`config.mk`:
```
export PLATFORM = sky130hd
export DESIGN_NAME = pixel_to_half_float_converter
export DESIGN_NICKNAME = d
export VERILOG_FILES = /design/src/rtl/p2h_pkg.sv /design/src/rtl/p2h_norm.sv /design/src/rtl/p2h_narrow.sv /design/src/rtl/pixel_to_half_float_converter.sv
export SDC_FILE = /design/constraint.sdc
export NUM_CORES = 1
export LEC_CHECK = 0
export BUFFER_PORTS_ARGS = -buffer_cell sky130_fd_sc_hd__buf_2
export CORE_ASPECT_RATIO = 0.5
export CORE_MARGIN = 2
export CORE_UTILIZATION = 40
export CTS_CLUSTER_DIAMETER = 30
export CTS_CLUSTER_SIZE = 20
export DETAILED_ROUTE_END_ITERATION = 8
export HOLD_SLACK_MARGIN = 0.1
export PLACE_DENSITY_LB_ADDON = 0.25
export SLEW_MARGIN = 20
export SYNTH_ARGS = -nofsm -noshare
export SYNTH_HDL_FRONTEND = slang
export SYNTH_SLANG_ARGS = --single-unit
```
`constraint.sdc`:
```
create_clock -name i_clk -period 5.8 [get_ports i_clk]
set_clock_uncertainty 0.05 [all_clocks]
set_input_delay 0.87 -clock i_clk [delete_from_list [all_inputs] [get_ports i_clk]]
set_output_delay 0.87 -clock i_clk [all_outputs]
set_load 0.01 [all_outputs]
```
`src/rtl/p2h_pkg.sv`:
```
// Shared types, constants and helpers for the pixel to half-float converter.
// No dependencies.
package p2h_pkg;

    localparam logic [1:0]  KIND_U8   = 2'd0;
    localparam logic [1:0]  KIND_U16  = 2'd1;
    localparam logic [1:0]  KIND_F32  = 2'd2;
    localparam logic [0:0]  REG_SOURCE_KIND = 1'b0;
    localparam logic [0:0]  REG_FORCE_ALPHA = 1'b1;
    localparam logic [15:0] HALF_ONE  = 16'h3C00;
    localparam logic [14:0] HALF_INF  = 15'h7C00;
    localparam logic [31:0] SGL_ONE   = 32'h3F80_0000;

    typedef struct packed {
        logic [31:0] chan_r;
        logic [31:0] chan_g;
        logic [31:0] chan_b;
        logic [31:0] chan_a;
        logic        last_pixel;
    } t_pix_in;

    typedef struct packed {
        logic [15:0] half_r;
        logic [15:0] half_g;
        logic [15:0] half_b;
        logic [15:0] half_a;
        logic        last_pixel_out;
    } t_pix_out;

    // Leading zero count of a non-zero 16-bit word.
    function automatic logic [3:0] lzc16(input logic [15:0] v);
        logic [3:0] n;
        n = 4'd0;
        for (int i = 0; i < 16; i++) begin
            if (v[i]) begin
                n = 4'(15 - i);
            end
        end
        return n;
    endfunction

endpackage

```
`src/rtl/p2h_norm.sv`:
```
// Two register stages that turn one raw channel word into single-precision bits.
// Depends on p2h_pkg.
module p2h_norm import p2h_pkg::*; (
    input  logic        i_clk,
    input  logic        i_load,
    input  logic [1:0]  i_kind,
    input  logic [31:0] i_word,
    output logic [31:0] o_bits
);
    // A value v over 2^k-1 has the k-bit pattern of v repeating after the point.
    logic [15:0] v;
    logic [63:0] rep;
    logic [3:0]  lz;
    logic        all_ones;
    logic [63:0] r_win;
    logic [7:0]  r_exp;
    logic        r_zero, r_one, r_float;
    logic [31:0] r_word;
    logic [24:0] rmant;
    logic [7:0]  exp_b;
    logic [22:0] frac_b;
    logic [31:0] n_bits;
    logic [31:0] r_bits;

    always_comb begin
        if (i_kind == KIND_U8) begin
            v        = {8'h00, i_word[7:0]};
            rep      = {8{i_word[7:0]}};
            lz       = lzc16({i_word[7:0], 8'hFF});
            all_ones = (i_word[7:0] == 8'hFF);
        end else begin
            v        = i_word[15:0];
            rep      = {4{i_word[15:0]}};
            lz       = lzc16(i_word[15:0]);
            all_ones = (i_word[15:0] == 16'hFFFF);
        end
    end

    always_ff @(posedge i_clk) begin
        if (i_load) begin
            r_win   <= rep << lz;
            r_exp   <= 8'd126 - {4'd0, lz};
            r_zero  <= (v == 16'd0);
            r_one   <= all_ones;
            r_float <= i_kind[1];
            r_word  <= i_word;
        end
    end

    // The tail is never zero, so a set guard bit always rounds up.
    always_comb begin
        rmant  = {1'b0, r_win[63:40]} + {24'd0, r_win[39]};
        exp_b  = rmant[24] ? r_exp + 8'd1 : r_exp;
        frac_b = rmant[24] ? 23'd0 : rmant[22:0];
        priority if (r_float) begin
            n_bits = r_word;
        end else if (r_zero) begin
            n_bits = 32'd0;
        end else if (r_one) begin
            n_bits = SGL_ONE;
        end else begin
            n_bits = {1'b0, exp_b, frac_b};
        end
    end

    always_ff @(posedge i_clk) begin
        r_bits <= n_bits;
    end

    assign o_bits = r_bits;
endmodule

```
`src/rtl/p2h_narrow.sv`:
```
// Register stage that narrows single-precision bits to a half-precision pattern.
// Depends on p2h_pkg.
module p2h_narrow import p2h_pkg::*; (
    input  logic        i_clk,
    input  logic [31:0] i_bits,
    output logic [15:0] o_half
);
    logic        sign;
    logic [7:0]  e8;
    logic [23:0] m24;
    logic [4:0]  sh;
    logic [23:0] sub_h;
    logic        sub_rb;
    logic [14:0] mag;
    logic [15:0] r_half;

    always_comb begin
        sign   = i_bits[31];
        e8     = i_bits[30:23];
        m24    = {1'b1, i_bits[22:0]};
        sh     = 5'(8'd126 - e8);
        sub_h  = m24 >> sh;
        sub_rb = m24[sh - 5'd1];
        priority if (e8 < 8'd102) begin
            mag = 15'd0;
        end else if (e8 <= 8'd112) begin
            mag = 15'(sub_h) + {14'd0, sub_rb};
        end else if (e8 >= 8'd143) begin
            mag = HALF_INF;
        end else begin
            mag = {5'(e8 - 8'd112), i_bits[22:13]} + {14'd0, i_bits[12]};
        end
    end

    always_ff @(posedge i_clk) begin
        r_half <= {sign, mag};
    end

    assign o_half = r_half;
endmodule

```
`src/rtl/pixel_to_half_float_converter.sv`:
```
// Throughput: one pixel per clock; o_busy is always low, three register stages
// (normalise, round to single, narrow to half) per channel with valid bits.
// Reset clears the valid bits and sets source_kind to 1 and force_opaque_alpha to 0.
// The receiver cannot stall; o_valid marks each result for one cycle.
module pixel_to_half_float_converter import p2h_pkg::*; (
    input  logic       i_clk,
    input  logic       i_rst_n,
    input  logic       i_start,
    input  t_pix_in    i_pixel,
    output logic       o_busy,
    input  logic       i_cfg_we,
    input  logic [0:0] i_cfg_idx,
    input  logic [1:0] i_cfg_data,
    output logic       o_valid,
    output t_pix_out   o_pixel
);
    logic [1:0]  r_kind;
    logic        r_force;
    logic        accept;
    logic [2:0]  r_valid;
    logic [2:0]  r_last;
    logic [2:0]  r_frc;
    logic [31:0] bits_r, bits_g, bits_b, bits_a;
    logic [15:0] half_r, half_g, half_b, half_a;

    assign o_busy = 1'b0;
    assign accept = i_start && !o_busy;

    always_ff @(posedge i_clk) begin
        if (!i_rst_n) begin
            r_kind  <= KIND_U16;
            r_force <= 1'b0;
            r_valid <= 3'd0;
        end else begin
            if (i_cfg_we) begin
                unique case (i_cfg_idx)
                    REG_SOURCE_KIND: r_kind  <= i_cfg_data;
                    REG_FORCE_ALPHA: r_force <= i_cfg_data[0];
                    default: ;
                endcase
            end
            r_valid <= {r_valid[1:0], accept};
        end
    end

    always_ff @(posedge i_clk) begin
        r_last <= {r_last[1:0], i_pixel.last_pixel};
        r_frc  <= {r_frc[1:0], r_force};
    end

    p2h_norm u_norm_r (.i_clk, .i_load(accept), .i_kind(r_kind), .i_word(i_pixel.chan_r), .o_bits(bits_r));
    p2h_norm u_norm_g (.i_clk, .i_load(accept), .i_kind(r_kind), .i_word(i_pixel.chan_g), .o_bits(bits_g));
    p2h_norm u_norm_b (.i_clk, .i_load(accept), .i_kind(r_kind), .i_word(i_pixel.chan_b), .o_bits(bits_b));
    p2h_norm u_norm_a (.i_clk, .i_load(accept), .i_kind(r_kind), .i_word(i_pixel.chan_a), .o_bits(bits_a));

    p2h_narrow u_nar_r (.i_clk, .i_bits(bits_r), .o_half(half_r));
    p2h_narrow u_nar_g (.i_clk, .i_bits(bits_g), .o_half(half_g));
    p2h_narrow u_nar_b (.i_clk, .i_bits(bits_b), .o_half(half_b));
    p2h_narrow u_nar_a (.i_clk, .i_bits(bits_a), .o_half(half_a));

    assign o_valid                = r_valid[2];
    assign o_pixel.half_r         = half_r;
    assign o_pixel.half_g         = half_g;
    assign o_pixel.half_b         = half_b;
    assign o_pixel.half_a         = r_frc[2] ? HALF_ONE : half_a;
    assign o_pixel.last_pixel_out = r_last[2];

    a_valid_latency: assert property (@(posedge i_clk)
        (i_rst_n && $past(i_rst_n, 1) && $past(i_rst_n, 2) && $past(i_rst_n, 3))
        |-> (o_valid == $past(i_start, 3)))
        else $error("result strobe does not follow the transaction by three cycles");

    a_last_follows: assert property (@(posedge i_clk) disable iff (!i_rst_n)
        o_valid |-> (o_pixel.last_pixel_out == $past(i_pixel.last_pixel, 3)))
        else $error("last-pixel mark out of step with its transaction");

    a_never_busy: assert property (@(posedge i_clk) disable iff (!i_rst_n)
        o_valid |-> !o_busy)
        else $error("busy raised while results stream");
endmodule
```
==> metrics, run 1 <==
Commonest cells post-synth nand2_1, edfxtp_1, nor2_1, dfxtp_1, o21ai_0; # hold bufs at CTS 0; HP Class reg -> reg; deepest level of the CTS H-tree 3; utilization after layout 0.465; Post-Syn Area per Cell 9.70 um2; Most common cell on crit path ha_1; top-count cell post-synth nand2_1; first-pass GRT wire length 123000 um; CP startpoint kind flip-flop; Highest Signal Layer met5; Antenna Violating Nets Remaining 0; Avg Vias per Cell 5.85; Post-synth EDFFs 221; Synth Area in XOR/XNOR 0.0626; largest net degree at the start of global routing 119; Simple-Gate Fraction of Synth Area 0.174; final hold violation count 0; Synth Register Bits 425; share of layout cells above drive strength 1 0.184; clock buffer depth 3; clk sinks 425; Cell variety after synth 97; Slew @ Worst Pin 1080 ps; cell taking the most area after synthesis edfxtp_1; Die Height 188 um; Synth Flop Type edfxtp_1; Worst EP arrival 5420 ps; half-perimeter wire length after placement 56100 um; top-area cell type share of the netlist area 0.244; Root Buffer clkbuf_16; Crit Reg-Reg Startpoint u_norm_g.o_bits[23]; GRT Overall Usage 0.219; routed wl met2 35200 um; slowest stage delay, CP 580 ps; run status completed; DRC Markers 0; # nets final 3129; Final Setup Violations 0; cell breakdown of the critical path clkinv_1 > ha_1 > buf_4 > mux4_2 > mux4_2 > nand2_1 > o31ai_1 > ha_1 > ha_1 > o211a_1 > a221oi_1 > a31oi_1 > nand4b_1 > xor2_1 > a221oi_1; Layout area overhead 14.9%; Period Utilization, post-route 0.852; vias in the first global route 21667; P_leak 11.8 nW; Die Wd 372 um; 1st-iter DRT viols 1896; vias 22776; crit-path max FO 39; HP Start u_norm_a.o_bits[31]; Crit Path Category reg -> reg; highest clock rate 202 MHz; Seq/Total Area, Yosys 0.395; Setup WS post-layout 857 ps; CTS resizes 0; largest family of logic cells by synthesized area simple AND/OR/NAND/NOR gates; worst slack, placed 923 ps; drt wl/cell 20.0 um; row cnt 67; Setup TNS 0 ps; asr flop ratio synth 0; WP data required 6270 ps; CP Capture Type flip-flop; CTS buffer count 69; Critical-path top delay cell mux4_2; number of diodes 0; unrepaired setup endpoints after global routing false; Synth area leaders edfxtp_1, dfxtp_1, mux4_2; Core ar. 0.0671 mm2; # placed instances 3766; I/O pin cnt 203; count of input and output buffers 201; DRT Pass-1 Iters 6; Post-Synth Adder-Cell Area 0.0244; critical path startpoint u_norm_g.o_bits[23]; Cell Area, Synth 0.0271 mm2; initial antenna violation count 2; Yosys Warn Count 0; Peak VDD IR 0.178 mV; postcts setup bufs 0; Finished Layout Cells 3892; Clk Latency, worst-skew pair 630 ps; Slew HR 0.277; Hold WS 274 ps; Starting Density 0.405; Compound-Gate Fraction of Synth Area 0.164; met1 WL 36100 um; max_cap viols 0; Pwr per Cell Area 344 mW/mm2; Syn Nets 2987; full die area 0.0701 mm2; met3 routed WL 4680 um; Clk pin slew, worst setup/hold paths 60 ps; count of pins over their slew limit 0; total gr overflow 0; total wire length 77700 um; GPL Wtd Cong 0.917; mux contribution to synthesized area 0.143; minimum clock period 4940 ps; CTS tree done; Syn Inst Count 2798
## per-stage QoR
| step | area [um2] | power [mW] |
|---|---|---|
| 3_5_place_dp | 28900 | 6.62 |
| 2_1_floorplan | 27100 | 5.80 |
| 4_1_cts | 31200 | 10.8 |
| 3_3_place_gp | 28900 | 6.62 |
| 6_report | 31200 | 10.7 |
| 5_1_grt | 31200 | 11.2 |
## power by group
part	switching (mW)	leakage, nW	internal [mW]	total (mW)
Combinational	1.61	6.88	1.20	2.81
Sequential	0.295	3.83	3.51	3.81
Clock	1.61	1.12	2.50	4.11
## registers in the layout (all words and copies together) (netlist names), 16 cells and up
| signal | count |
|---|---|
| u_norm_b.r_win | 16 |
| u_norm_b.r_word | 32 |
| u_norm_r.o_bits | 32 |
| u_nar_g.o_half | 16 |
| u_norm_g.r_win | 16 |
| u_nar_b.o_half | 16 |
| u_norm_g.o_bits | 32 |
| u_nar_r.o_half | 16 |
| u_norm_a.r_win | 16 |
| u_norm_g.r_word | 32 |
| u_norm_a.o_bits | 32 |
| u_norm_r.r_win | 16 |
| u_nar_a.o_half | 16 |
| u_norm_b.o_bits | 32 |
| u_norm_a.r_word | 32 |
| u_norm_r.r_word | 32 |
## area by class of cell
class,instances,area (um2)
Clock buffer,74,1770
Clock inverter,52,558
Fill cell,6402,35900
Inverter,60,225
Multi-Input combinational cell,2137,15400
Sequential cell,425,10700
Tap cell,897,1120
Timing Repair Buffer,247,1370
## critical path, delay by kind of cell, from the launching register on
family          cells  cell delay [ps]
fa+ha+maj           3              980
simple gates        2              230
flops               1              330
buf+inv             2              890
xor+xnor            1               80
compound gates      5             1210
mux                 2             1050
## layout by cell type (no fill, tap or decap), types with 23 or more instances in the layout
cell / netlist / layout
nand2_1: 282 / 282
edfxtp_1: 221 / 221
nor2_1: 220 / 219
dfxtp_1: 204 / 203
buf_2: 23 / 200
o21ai_0: 162 / 161
mux2i_1: 132 / 132
nand3_1: 121 / 121
xnor2_1: 109 / 109
a21oi_1: 97 / 96
mux4_2: 83 / 83
xor2_1: 78 / 78
clkbuf_16: 0 / 70
nor3_1: 59 / 59
mux2_2: 57 / 57
nand4_1: 55 / 55
ha_1: 53 / 53
inv_1: 52 / 52
buf_4: 16 / 45
nor2b_1: 39 / 39
nor4_1: 38 / 38
a22o_1: 36 / 36
a211oi_1: 35 / 35
and3_1: 34 / 34
o31ai_1: 31 / 31
o211ai_1: 28 / 28
and2_1: 26 / 26
o22ai_1: 25 / 25
a22oi_1: 23 / 23
## routing by layer
layer / global-route usage / up-vias
met2: 0.341 / 751
met1: 0.311 / 10984
met3: 0.0388 / 132
met4: 0.0622 / 2
li1: - / 10907
met5: 0 / -
## cell families (layout without fill, tap and decap cells)
logic type,count (synthesis),after routing
simple gates,965,965
other cells,1,1
fa+ha+maj,53,53
buf+inv,236,433
flops,425,425
xor+xnor,190,190
compound gates,654,654
mux,274,274
## path summary, 6_finish.rpt
kind / end / slack, ps / depth (start not counted)
max: u_nar_g.o_half[10] / 860 / 15
min: u_nar_a.o_half[15] / 270 / 0
max reg2reg: u_nar_g.o_half[10] / 860 / 15
min reg2reg: u_nar_a.o_half[15] / 270 / 0
No activity file was read; power rests on OpenSTA's default activity.
==> inputs of run 2 (changes only) <==
--- a/config.mk
+++ b/config.mk
@@ -8,7 +8,7 @@
 export BUFFER_PORTS_ARGS = -buffer_cell sky130_fd_sc_hd__buf_2
 export CORE_ASPECT_RATIO = 0.5
 export CORE_MARGIN = 2
-export CORE_UTILIZATION = 40
+export CORE_UTILIZATION = 45
 export CTS_CLUSTER_DIAMETER = 30
 export CTS_CLUSTER_SIZE = 20
 export DETAILED_ROUTE_END_ITERATION = 8
==> metrics, run 2 (synthesis gave the netlist of run 1 again) <==
run status completed; Critical-path top delay cell a221oi_1; DP Area 0.0288 mm2; overall power 10.7 mW; count of pins over their slew limit 0; Final Setup Violations 0; # hold bufs at CTS 0; max_cap viols 0; Die Wd 351 um; P_leak 11.8 nW; deepest level of the CTS H-tree 3; I/O pin cnt 203; DRT Pass-1 Iters 6; HP Class reg -> reg; WP data required 6280 ps; unrepaired setup endpoints after global routing false; Reg2Reg Depth 15; Avg Vias per Cell 6.01; largest net degree at the start of global routing 153; vias in the first global route 21320; Period Utilization, post-route 0.848; highest clock rate 203 MHz; postcts setup bufs 0; Pwr per Cell Area 344 mW/mm2; commonest non-fill, non-tap cell in the layout nand2_1; Starting Density 0.457; Worst Hold Depth 0; Die Height 178 um; CTS tree done; CP startpoint kind flip-flop; CP Capture Type flip-flop; first-pass GRT wire length 121000 um; Root Buffer clkbuf_16; DRC Markers 0; final hold violation count 0; full die area 0.0624 mm2; half-perimeter wire length after placement 56700 um; Antenna Violating Nets Remaining 0; total gr overflow 0; GRT Overall Usage 0.246; minimum clock period 4920 ps; clk sinks 425; Peak VDD IR 0.270 mV; # nets final 3129; Crit path depth 15; Slew HR 0.297; Clk pin slew, worst setup/hold paths 50 ps; vias 22904; Setup TNS 0 ps; initial antenna violation count 4; CTS resizes 0; reg-to-reg endpoint u_nar_g.o_half[10]; count of input and output buffers 201; clock buffer depth 3; drt wl/cell 20.5 um; Slew @ Worst Pin 1050 ps; Layout area overhead 14.6%; Clk Latency, worst-skew pair 640 ps; crit-path leading delay family compound AO/OA/AOI/OAI gates; Crit Reg-Reg Startpoint u_norm_g.o_bits[23]; Worst EP arrival 5390 ps; Crit Path Category reg -> reg; crit-path max FO 39; 1st-iter DRT viols 2542; total wire length 78200 um; HP Start u_norm_g.o_bits[31]; Core ar. 0.0594 mm2; CTS buffer count 67; GPL Wtd Cong 0.943; most frequent cells in the layout nand2_1, edfxtp_1, nor2_1, dfxtp_1, buf_2; Worst Hold End u_nar_g.o_half[15]; Crit path buffers/inverters 2; cell breakdown of the critical path clkinv_1 > ha_1 > buf_4 > mux4_2 > mux4_2 > nand2_1 > o31ai_1 > ha_1 > ha_1 > o211a_1 > a221oi_1 > a31oi_1 > nand4b_1 > xor2_1 > a221oi_1; slowest stage delay, CP 570 ps; share of layout cells above drive strength 1 0.184; row cnt 63; Most common cell on crit path ha_1; worst reg-to-reg setup slack 880 ps; fin area 0.0311 mm2
## run 2: cell count changes in the layout (fill, tap and decap cells not counted), moves of 2 or more
cell | previous run | this run
clkinv_4 | 11 | 6
diode_2 | 0 | 4
inv_12 | 0 | 3
clkbuf_1 | 4 | 2
bufinv_16 | 5 | 3
clkbuf_8 | 0 | 4
inv_4 | 0 | 2
inv_6 | 14 | 9
## run 2: metrics by stage
step	util	worst slack [ps]	hold WS, ps	cells
floorplan	-	816	260	2798
global placement	0.484	1000	261	3683
detailed placement	0.484	910	265	3683
CTS	0.523	907	263	3805
global route	0.523	400	278	3809
finish	0.523	881	273	3809
## run 2: layout make-up
| cell class | instances | area [um2] |
|---|---|---|
| Tap cell | 812 | 1020 |
| Antenna cell | 4 | 10.0 |
| Timing Repair Buffer | 249 | 1400 |
| Fill cell | 5438 | 28300 |
| Clock buffer | 76 | 1810 |
| Inverter | 60 | 225 |
| Clock inverter | 46 | 493 |
| Multi-Input combinational cell | 2137 | 15400 |
| Sequential cell | 425 | 10700 |
## run 2: layer usage
metal / share of wire / global-route usage / vias to the layer above
li1: - / - / 10871
met1: 0.46 / 0.351 / 11012
met2: 0.45 / 0.382 / 879
met3: 0.065 / 0.0390 / 142
met4: 0.023 / 0.0773 / 0
met5: 0 / 0 / -
## run 2: worst max path at each step
stage / from / to / slack, ps
6_report: u_norm_g.o_bits[23] / u_nar_g.o_half[10] / 880
5_1_grt: u_norm_g.o_bits[23] / u_nar_g.o_half[10] / 400
3_5_place_dp: u_norm_g.o_bits[23] / u_nar_g.o_half[10] / 910
3_3_place_gp: u_norm_g.o_bits[23] / u_nar_g.o_half[10] / 1000
2_1_floorplan: u_norm_g.o_bits[23] / u_nar_g.o_half[14] / 820
4_1_cts: u_norm_g.o_bits[23] / u_nar_g.o_half[10] / 910
## run 2: report_power, final
group	internal, mW	total (mW)	switching, mW
clock network	2.46	4.06	1.60
registers	3.51	3.80	0.290
logic	1.20	2.83	1.63
total	7.17	10.7	3.53
==> inputs of run 3 (changes only) <==
==> constraint.sdc (replaced) <==
create_clock -name i_clk -period 4.9 [get_ports i_clk]
set_clock_uncertainty 0.05 [all_clocks]
set_input_delay 0.735 -clock i_clk [delete_from_list [all_inputs] [get_ports i_clk]]
set_output_delay 0.735 -clock i_clk [all_outputs]
set_load 0.01 [all_outputs]
==> metrics, run 3 (synthesis gave the netlist of run 1 again) <==
Die Wd 351 um; Sw Ratio 0.332; total wire length 76700 um; drt wl/cell 20.1 um; Reg2Reg Depth 17; run status completed; Peak VDD IR 0.288 mV; Layout area overhead 14.2%; Slew @ Worst Pin 1170 ps; initial antenna violation count 5; Pwr per Cell Area 396 mW/mm2; full die area 0.0624 mm2; # hold bufs at CTS 0; highest clock rate 226 MHz; Die Height 178 um; Combinational Power Share 0.273; Worst EP arrival 4890 ps; GRT Overall Usage 0.240; CTS tree done; Antenna Violating Nets Remaining 0; Int Pwr 8.21 mW; Root Buffer clkbuf_16; Starting Density 0.457; Clk pin slew, worst setup/hold paths 60 ps; 1st-iter DRT viols 2285; DRC Markers 0; Avg Vias per Cell 5.98; Psw 4.07 mW; crit-path max FO 9; Clk Latency, worst-skew pair 620 ps; P_leak 11.8 nW; most frequent cells in the layout nand2_1, edfxtp_1, nor2_1, dfxtp_1, buf_2; HP Class in -> reg; count of input and output buffers 201; CTS resizes 0; Period Utilization, post-route 0.904; Crit Reg-Reg Startpoint u_norm_g.o_bits[25]; CTS buffer count 61; CP startpoint kind flip-flop; vias in the first global route 21150; half-perimeter wire length after placement 56300 um; worst reg-to-reg setup slack 470 ps; row cnt 63; clk sinks 425; # nets final 3135; critical path startpoint u_norm_g.o_bits[25]; crit path to u_nar_g.o_half[10]; Final Setup Violations 0; minimum clock period 4430 ps; DRT Pass-1 Iters 6; largest net degree at the start of global routing 153; max_cap viols 0; clock buffer depth 3; vias 22812; commonest non-fill, non-tap cell in the layout nand2_1; Slew HR 0.214; register share of total power 0.366; DP Area 0.0289 mm2; I/O pin cnt 203; postcts setup bufs 0; fin area 0.0310 mm2; GPL Wtd Cong 0.939; reg-to-reg endpoint u_nar_g.o_half[10]; Setup TNS 0 ps; Crit Path Category reg -> reg; unrepaired setup endpoints after global routing false; share of layout cells above drive strength 1 0.187; CP Capture Type flip-flop; final hold violation count 0; total gr overflow 0; power share of the clock group 0.362; first-pass GRT wire length 120000 um; WP data required 5360 ps; deepest level of the CTS H-tree 2; count of pins over their slew limit 0; Core ar. 0.0594 mm2
==> run 3: cell count changes in the layout (fill, tap and decap cells not counted), moves of 3 or more <==
cell	change
inv_12	-3
clkinv_1	-4
buf_4	+12
clkbuf_16	-7
inv_6	+6
inv_8	+6
==> run 3: area by class of cell <==
type | instances | area (um2)
diodes | 4 | 10.0
well taps | 812 | 1020
clock buffers | 69 | 1620
flip-flops and latches | 425 | 10700
clock inverters | 47 | 484
multi-input cells | 2137 | 15400
fillers | 5444 | 28400
repair buffers | 261 | 1490
inverters | 60 | 225
==> run 3: critical path, stage by stage, from the launching register on <==
cell      delay, ps
dfxtp_1         600
ha_1            240
nor2b_1         260
nor3_2           60
buf_4           170
nor2_1          500
xnor2_1         240
mux4_2          330
nand2_1          80
o31ai_1          90
ha_1            250
ha_1            250
o211a_1         160
a221oi_2        400
a31oi_1         120
nand4b_1        130
xor2_1           80
a221oi_1        310
==> run 3: through the flow <==
| stage | util | setup WS (ps) | cells | power [mW] | hold WS (ps) |
|---|---|---|---|---|---|
| after floorplan | - | 41.5 | 2798 | 6.87 | 260 |
| after global placement | 0.486 | 669 | 3695 | 7.84 | 261 |
| after detailed placement | 0.486 | 548 | 3695 | 7.85 | 265 |
| after CTS | 0.521 | 522 | 3811 | 12.3 | 146 |
| after global routing | 0.522 | 248 | 3815 | 12.8 | 146 |
| final | 0.522 | 470 | 3815 | 12.3 | 172 |
==> run 3: power by group through the flow <==
stage | Sequential, mW | Clock, mW | Combinational, mW
after detailed placement | 4.56 | 0 | 3.29
after floorplan | 4.43 | 0 | 2.44
final | 4.49 | 4.44 | 3.35
after global placement | 4.55 | 0 | 3.29
after global routing | 4.54 | 4.68 | 3.64
after CTS | 4.49 | 4.52 | 3.31
==> run 3: layer usage <==
layer | vias up | part of all wire | global-route usage
met2 | 794 | 0.46 | 0.380
met1 | 11012 | 0.46 | 0.347
met3 | 102 | 0.066 | 0.0352
met4 | 0 | 0.015 | 0.0566
li1 | 10904 | - | -
met5 | - | 0 | 0
==> run 3: worst min-delay path by stage <==
stage | depth (start not counted) | to | slack [ps] | start
finish | 1 | r_last[0] | 170 | i_pixel[0]
global route | 1 | r_last[0] | 150 | i_pixel[0]
CTS | 1 | r_last[0] | 150 | i_pixel[0]
detailed placement | 0 | u_nar_a.o_half[15] | 270 | u_norm_a.o_bits[31]
global placement | 0 | u_nar_a.o_half[15] | 260 | u_norm_a.o_bits[31]
floorplan | 0 | r_frc[1] | 260 | r_frc[0]
